$ cat config.mk
export PLATFORM = sky130hd
export DESIGN_NAME = cpu6502_effective_address
export DESIGN_NICKNAME = d
export VERILOG_FILES = /design/src/design/eap_pkg.sv /design/src/design/cpu6502_effective_address.sv /design/src/design/eap_calc.sv
export SDC_FILE = /design/constraint.sdc
export NUM_CORES = 1
export LEC_CHECK = 0
export BUFFER_PORTS_ARGS = -buffer_cell sky130_fd_sc_hd__buf_2
export CAP_MARGIN = 0
export CORE_ASPECT_RATIO = 1.5
export CORE_MARGIN = 3
export CORE_UTILIZATION = 42
export DETAILED_ROUTE_END_ITERATION = 7
export PLACE_DENSITY_LB_ADDON = 0.1
export REMOVE_ABC_BUFFERS = 1
export SLEW_MARGIN = 20
export SYNTH_ARGS = -nofsm -noshare
export SYNTH_HDL_FRONTEND = slang
export SYNTH_HIERARCHICAL = 1
export SYNTH_SLANG_ARGS = --single-unit
export TNS_END_PERCENT = 10
$ cat constraint.sdc
create_clock -name clk -period 4.31 [get_ports clk]
set_input_delay 1.0775 -clock clk [delete_from_list [all_inputs] [get_ports clk]]
set_output_delay 1.0775 -clock clk [all_outputs]
set_load 0.02 [all_outputs]
$ cat src/design/eap_pkg.sv
// Types and constants shared by the 6502 effective address unit.
package eap_pkg;

    localparam logic CMD_START = 1'b0;
    localparam logic CMD_READ_DATA = 1'b1;

    localparam logic KIND_READ_REQ = 1'b0;
    localparam logic KIND_ADDR_DONE = 1'b1;

    localparam logic [3:0] MODE_IMPLIED = 4'd0;
    localparam logic [3:0] MODE_ACCUM = 4'd1;
    localparam logic [3:0] MODE_IMM = 4'd2;
    localparam logic [3:0] MODE_ZP = 4'd3;
    localparam logic [3:0] MODE_ZPX = 4'd4;
    localparam logic [3:0] MODE_ZPY = 4'd5;
    localparam logic [3:0] MODE_ABS = 4'd6;
    localparam logic [3:0] MODE_ABSX = 4'd7;
    localparam logic [3:0] MODE_ABSY = 4'd8;
    localparam logic [3:0] MODE_REL = 4'd9;
    localparam logic [3:0] MODE_IND = 4'd10;
    localparam logic [3:0] MODE_INDX = 4'd11;
    localparam logic [3:0] MODE_INDY = 4'd12;

    localparam logic [1:0] PH_IDLE = 2'd0;
    localparam logic [1:0] PH_WAIT_LO = 2'd1;
    localparam logic [1:0] PH_WAIT_HI = 2'd2;

    localparam logic [1:0] PEND_IND = 2'd0;
    localparam logic [1:0] PEND_INDX = 2'd1;
    localparam logic [1:0] PEND_INDY = 2'd2;

    typedef struct packed {
        logic        command;
        logic [3:0]  mode;
        logic [15:0] prog_counter;
        logic [7:0]  operand_low;
        logic [7:0]  operand_high;
        logic [7:0]  index_x;
        logic [7:0]  index_y;
        logic [7:0]  read_data;
    } item_t;

    typedef struct packed {
        logic [1:0]  phase;
        logic [1:0]  pending_mode;
        logic [15:0] pointer;
        logic [7:0]  low_byte;
        logic [7:0]  saved_y;
    } state_t;

    typedef struct packed {
        logic        result_kind;
        logic [15:0] address;
        logic        has_address;
        logic        page_cross;
    } result_t;

endpackage

$ cat src/design/cpu6502_effective_address.sv
// Top level of the 6502 effective address unit.
// An accepted item is held in the input register and its result in the result register.
// Throughput: one item per cycle, set by the single-pass calc stage between
// the input register and the result register; the result register stalls only on m_axis_tready.
// Reset clears both valid flags and the pointer-read state (phase idle, all fields zero).
module cpu6502_effective_address
(
    input  logic        clk,
    input  logic        rst_n,
    input  logic        s_axis_tvalid,
    output logic        s_axis_tready,
    // mode, prog_counter, operand_low, operand_high, index_x, index_y, read_data, pad
    input  logic [63:0] s_axis_tdata,
    // command
    input  logic        s_axis_tuser,
    output logic        m_axis_tvalid,
    input  logic        m_axis_tready,
    // address, has_address, page_cross, pad
    output logic [23:0] m_axis_tdata,
    // result_kind
    output logic        m_axis_tuser
);

    logic             in_valid_reg;
    eap_pkg::item_t   in_item_reg;
    eap_pkg::item_t   in_item_next;
    eap_pkg::state_t  state_reg;
    eap_pkg::state_t  state_next;
    logic             out_valid_reg;
    eap_pkg::result_t out_res_reg;
    eap_pkg::result_t calc_res;
    logic             calc_emit;
    logic             out_free;
    logic             consume;
    logic             in_xfer;

    assign in_item_next.command = s_axis_tuser;
    assign in_item_next.mode = s_axis_tdata[3:0];
    assign in_item_next.prog_counter = s_axis_tdata[19:4];
    assign in_item_next.operand_low = s_axis_tdata[27:20];
    assign in_item_next.operand_high = s_axis_tdata[35:28];
    assign in_item_next.index_x = s_axis_tdata[43:36];
    assign in_item_next.index_y = s_axis_tdata[51:44];
    assign in_item_next.read_data = s_axis_tdata[59:52];

    eap_calc u_calc
    (
        .item       (in_item_reg),
        .state      (state_reg),
        .state_next (state_next),
        .result     (calc_res),
        .emit       (calc_emit)
    );

    assign out_free = !out_valid_reg || m_axis_tready;
    assign consume = in_valid_reg && (!calc_emit || out_free);
    assign s_axis_tready = !in_valid_reg || consume;
    assign in_xfer = s_axis_tvalid && s_axis_tready;

    always_ff @(posedge clk or negedge rst_n)
    begin
        if (!rst_n)
        begin
            in_valid_reg <= 1'b0;
            out_valid_reg <= 1'b0;
            state_reg <= '0;
        end
        else
        begin
            if (in_xfer)
                in_valid_reg <= 1'b1;
            else if (consume)
                in_valid_reg <= 1'b0;
            if (consume)
                state_reg <= state_next;
            if (consume && calc_emit)
                out_valid_reg <= 1'b1;
            else if (m_axis_tready)
                out_valid_reg <= 1'b0;
        end
    end

    always_ff @(posedge clk)
    begin
        if (in_xfer)
            in_item_reg <= in_item_next;
        if (consume && calc_emit)
            out_res_reg <= calc_res;
    end

    assign m_axis_tvalid = out_valid_reg;
    assign m_axis_tuser = out_res_reg.result_kind;
    assign m_axis_tdata = {6'd0, out_res_reg.page_cross, out_res_reg.has_address,
                           out_res_reg.address};

    a_indirect_start: assert property (@(posedge clk) disable iff (!rst_n)
        consume && (in_item_reg.command == eap_pkg::CMD_START)
        && ((in_item_reg.mode == eap_pkg::MODE_IND) || (in_item_reg.mode == eap_pkg::MODE_INDX)
        || (in_item_reg.mode == eap_pkg::MODE_INDY))
        |=> state_reg.phase == eap_pkg::PH_WAIT_LO)
        else $error("indirect start did not enter pointer wait");

    a_req_pending: assert property (@(posedge clk) disable iff (!rst_n)
        consume && calc_emit && (calc_res.result_kind == eap_pkg::KIND_READ_REQ)
        |=> (state_reg.phase == eap_pkg::PH_WAIT_LO) || (state_reg.phase == eap_pkg::PH_WAIT_HI))
        else $error("read request issued without a pending pointer read");

    a_cross_done: assert property (@(posedge clk) disable iff (!rst_n)
        m_axis_tvalid && m_axis_tdata[17] |-> m_axis_tuser == eap_pkg::KIND_ADDR_DONE)
        else $error("page crossing flagged on a read request");

    a_no_addr_zero: assert property (@(posedge clk) disable iff (!rst_n)
        m_axis_tvalid && !m_axis_tdata[16] |-> m_axis_tdata[15:0] == 16'd0)
        else $error("nonzero address on a result without address");

endmodule

$ cat src/design/eap_calc.sv
// Single-pass address calculation and pointer-read sequencing for one item.
module eap_calc
(
    input  eap_pkg::item_t   item,
    input  eap_pkg::state_t  state,
    output eap_pkg::state_t  state_next,
    output eap_pkg::result_t result,
    output logic             emit
);

    logic [15:0] word;
    logic [15:0] rel_off;
    logic [15:0] base;
    logic [15:0] indy_sum;

    assign word = {item.operand_high, item.operand_low};
    assign rel_off = {{8{item.operand_low[7]}}, item.operand_low};
    assign base = {item.read_data, state.low_byte};
    assign indy_sum = base + {8'd0, state.saved_y};

    always_comb
    begin
        state_next = state;
        result.result_kind = eap_pkg::KIND_ADDR_DONE;
        result.address = 16'd0;
        result.has_address = 1'b1;
        result.page_cross = 1'b0;
        emit = 1'b1;
        if (item.command == eap_pkg::CMD_READ_DATA)
        begin
            state_next.phase = eap_pkg::PH_IDLE;
            if (state.phase == eap_pkg::PH_WAIT_LO)
            begin
                state_next.low_byte = item.read_data;
                state_next.pointer = {state.pointer[15:8], state.pointer[7:0] + 8'd1};
                state_next.phase = eap_pkg::PH_WAIT_HI;
                result.result_kind = eap_pkg::KIND_READ_REQ;
                result.address = state_next.pointer;
            end
            else if (state.phase == eap_pkg::PH_WAIT_HI)
            begin
                if (state.pending_mode == eap_pkg::PEND_INDY)
                begin
                    result.address = indy_sum;
                    result.page_cross = (indy_sum[15:8] != base[15:8]);
                end
                else
                begin
                    result.address = base;
                end
            end
            else
            begin
                emit = 1'b0;
            end
        end
        else
        begin
            state_next.phase = eap_pkg::PH_IDLE;
            unique case (item.mode)
                eap_pkg::MODE_IMM:  result.address = item.prog_counter + 16'd1;
                eap_pkg::MODE_ZP:   result.address = {8'd0, item.operand_low};
                eap_pkg::MODE_ZPX:  result.address = {8'd0, item.operand_low + item.index_x};
                eap_pkg::MODE_ZPY:  result.address = {8'd0, item.operand_low + item.index_y};
                eap_pkg::MODE_ABS:  result.address = word;
                eap_pkg::MODE_ABSX: result.address = word + {8'd0, item.index_x};
                eap_pkg::MODE_ABSY: result.address = word + {8'd0, item.index_y};
                eap_pkg::MODE_REL:  result.address = item.prog_counter + rel_off;
                eap_pkg::MODE_IND, eap_pkg::MODE_INDX, eap_pkg::MODE_INDY:
                begin
                    state_next.phase = eap_pkg::PH_WAIT_LO;
                    state_next.saved_y = item.index_y;
                    if (item.mode == eap_pkg::MODE_IND)
                    begin
                        state_next.pending_mode = eap_pkg::PEND_IND;
                        state_next.pointer = word;
                    end
                    else if (item.mode == eap_pkg::MODE_INDX)
                    begin
                        state_next.pending_mode = eap_pkg::PEND_INDX;
                        state_next.pointer = {8'd0, item.operand_low + item.index_x};
                    end
                    else
                    begin
                        state_next.pending_mode = eap_pkg::PEND_INDY;
                        state_next.pointer = {8'd0, item.operand_low};
                    end
                    result.result_kind = eap_pkg::KIND_READ_REQ;
                    result.address = state_next.pointer;
                end
                default:
                begin
                    // implied, accumulator and unused codes
                    result.has_address = 1'b0;
                end
            endcase
        end
    end

endmodule
==> reports/summary.txt <==
Clock power share = 0.302
Largest net degree at the start of global routing = 75
DRT Wirelength = 26,300 microns
Congestion Overflow GR = 0
Final net count = 1,135
Status = completed
Final hold vios = 0
Part of the power in combinational logic = 0.333
Full die area = 23,200 sq um
Largest family of logic cells by synthesized area = simple AND/OR/NAND/NOR gates
Max Fclk = 0.269 GHz
I/O pins = 96
Critical Path Most Common Cell = buf_4
Starting density of the core = 0.433
Switch Pwr = 1740 uW
Clk sink count = 118
Top FF cell, synth = edfxtp_1
Adder-cell share of the synthesized area = 0.0752
Post-Synth XOR/XNOR Area = 0.0497
Fin crit share = 0.863
Vias per inst = 5.85
Netlist Area Pre-Place = 8980 sq um
Vias in the first global route = 7,426
Gpl congestion = 0.895
Setup CP Type = reg -> reg
Maximum vdd drop = 0.000309 V
Max Cap Violations = 0
Int Pwr = 3070 uW
First-pass GRT wire length = 41,300 microns
Tmin final = 3.72 ns
Postcts setup bufs = 0
P_leak = 0.00421 uW
# DRC = 0
Hold Crit Class = reg -> reg
Initial DRC Count = 652
Layout Cells excl Fill = 1,292
Setup Slack @ Placement = 0.651 ns
Critical Path Source Type = register
Buf/Inv on CP = 3
Clock Latency Late Sink = 0.43 ns
Die height = 185 microns
Max reg flops = 61
Antenna violations before repair = 0
Placed cells = 1,260
CP max FO = 11
P&R area growth vs syn = 13.4%
Final worst setup slack = 0.592 ns
IO Port Bufs = 85
Commonest non-fill, non-tap cell in the layout = nand2_1
Synth Area in Simple Gates = 0.218
Slew Viols, Final = 0
Setup Skew = 0.00956 ns
Vias = 7,554
Register area share after synthesis = 0.373
Resized cells post-CTS = 0
Post-synth EDFFs = 80
CP endpoint kind = register
Die X = 125 microns
1st-pass router iterations = 5
Post-Syn Instances = 941
CTS tree = built
Sw Share = 0.362
Fillers = 2,012
Distinct cells, synth = 82
Slowest stage cell, crit path = a2111oi_0
CP peak stage delay = 0.49 ns
Most frequent cells in the layout = nand2_1, buf_2, edfxtp_1
# setup viols final = 0
Tot Pwr = 4810 uW
Slew HR = 0.353
Asr flop ratio synth = 0.322
Compound-Gate Fraction of Synth Area = 0.210
Maximum clock insertion buffer count = 2
Layout cells sized above 1 = 0.189
Clock root cell = clkbuf_16
Worst EP arrival = 3.86 ns
Post-synthesis register bit count = 118
# hold bufs at CTS = 0
Routed Antenna Nets = 0
Setup tns final = 0 ns
N_diodes = 0
Avg WL per Cell = 20.4 microns
Rows = 64
Synth Warn # = 6
FF/Latch Area = 3350 sq um
Synthesized area per cell = 9.55 sq um
PwrDens = 472 nW/um^2
Reg power frac = 0.365
Mux share of post-synthesis cell area = 0.0251
Worst-path clk slew = 0.06 ns
Worst Tran Pin Value = 0.970 ns
CP delay by family, top = compound AO/OA/AOI/OAI gates
CTS buffer count = 17
Detailed Place HPWL = 19,300 microns
Core area = 20,700 sq um
Multi-input gate area = 5230 sq um
RSZ-0062 raised after global routing = no
Worst Path Required = 4.45 ns
H-tree depth = 4
Total GRT Usage = 0.230
Crit path cell chain = nor4b_2 > buf_4 > mux2_2 > ha_1 > inv_1 > fa_1 > nand2b_1 > a21oi_1 > o21ai_1 > nor3b_1 > o31ai_1 > a2111oi_0 > buf_4 > o221ai_1
==> logic make-up (layout without fill, tap and decap cells) <==
| kind of cell | count (synthesis) | count (layout) |
|---|---|---|
| AO/OA/AOI/OAI | 243 | 243 |
| XOR/XNOR | 51 | 51 |
| adder cells (fa/ha/maj) | 51 | 51 |
| buffers and inverters | 81 | 163 |
| flip-flops | 118 | 118 |
| multiplexers | 21 | 21 |
| other | 1 | 6 |
| AND/OR/NAND/NOR | 375 | 375 |
==> path summary, 6_finish.rpt <==
kind	to	startpoint	slack, ns	depth (start not counted)
worst min-delay path	state_reg[7]	state_reg[7]	0.56	2
worst min register to register	state_reg[7]	state_reg[7]	0.56	2
max in group asynchronous	state_reg[0]	rst_n	2.89	1
worst max-delay path	m_axis_tdata[6]	in_item_reg[58]	0.59	14
worst max register to register	m_axis_tdata[6]	in_item_reg[58]	0.59	14
min in group asynchronous	state_reg[27]	rst_n	0.81	1
==> power by group through the flow <==
stage | logic (uW) | clock network, uW | registers [uW]
6_report | 1600 | 1450 | 1750
5_1_grt | 1780 | 1540 | 1790
4_1_cts | 1600 | 1490 | 1750
3_5_place_dp | 1600 | 0 | 1770
3_3_place_gp | 1580 | 0 | 1770
2_1_floorplan | 1130 | 0 | 1730
==> worst min-delay path, delay by kind of cell (launching register included) <==
family           cells  cell delay (ns)
flip-flops           1             0.39
AO/OA/AOI/OAI        1             0.05
AND/OR/NAND/NOR      1             0.08
==> area by class of cell <==
class | instances | share of cell area
flip-flops and latches | 118 | 0.329
well taps | 264 | 0.0324
repair buffers | 107 | 0.0579
multi-input cells | 747 | 0.514
clock inverters | 10 | 0.0126
clock buffers | 22 | 0.0455
inverters | 24 | 0.00884
==> cells in the mapped netlist (5+ instances only) <==
master / number / area, sq um
a211oi_1: 17 / 128
a21o_1: 15 / 113
a21oi_1: 39 / 195
a31oi_1: 5 / 31.3
and2_1: 8 / 50.1
and3_1: 8 / 50.1
buf_2: 19 / 95.1
buf_4: 9 / 67.6
clkbuf_1: 18 / 67.6
dfrtp_1: 38 / 951
edfxtp_1: 80 / 2400
fa_1: 5 / 100
ha_1: 46 / 576
inv_1: 22 / 82.6
mux2_2: 10 / 113
mux2i_1: 9 / 90.1
nand2_1: 156 / 586
nand2b_1: 48 / 300
nand3_1: 20 / 100
nand4_1: 6 / 37.5
nand4b_1: 37 / 324
nor2_1: 40 / 150
nor2b_1: 8 / 50.1
nor3_1: 10 / 50.1
nor3b_1: 8 / 60.1
nor4_1: 7 / 43.8
o211ai_1: 12 / 90.1
o211ai_2: 31 / 388
o21a_1: 12 / 90.1
o21ai_0: 32 / 160
o21ai_1: 9 / 45.0
o21bai_1: 5 / 37.5
o221ai_1: 15 / 131
or3_1: 5 / 31.3
xnor2_1: 26 / 228
xor2_1: 25 / 219
==> through the flow <==
step	utilization	hold slack [ns]	area (sq um)
2_1_floorplan	-	0.509	8660
3_3_place_gp	0.463	0.535	9590
3_5_place_dp	0.463	0.544	9590
4_1_cts	0.491	0.558	10200
5_1_grt	0.491	0.600	10200
6_report	0.491	0.557	10200
==> per-layer routing <==
metal	share of wire	up-vias	global-route usage
met1	0.40	3639	0.267
li1	-	3648	-
met2	0.50	212	0.399
met3	0.043	55	0.0413
met5	0	-	0
met4	0.052	0	0.130
Power figures use the tool's default switching activity.
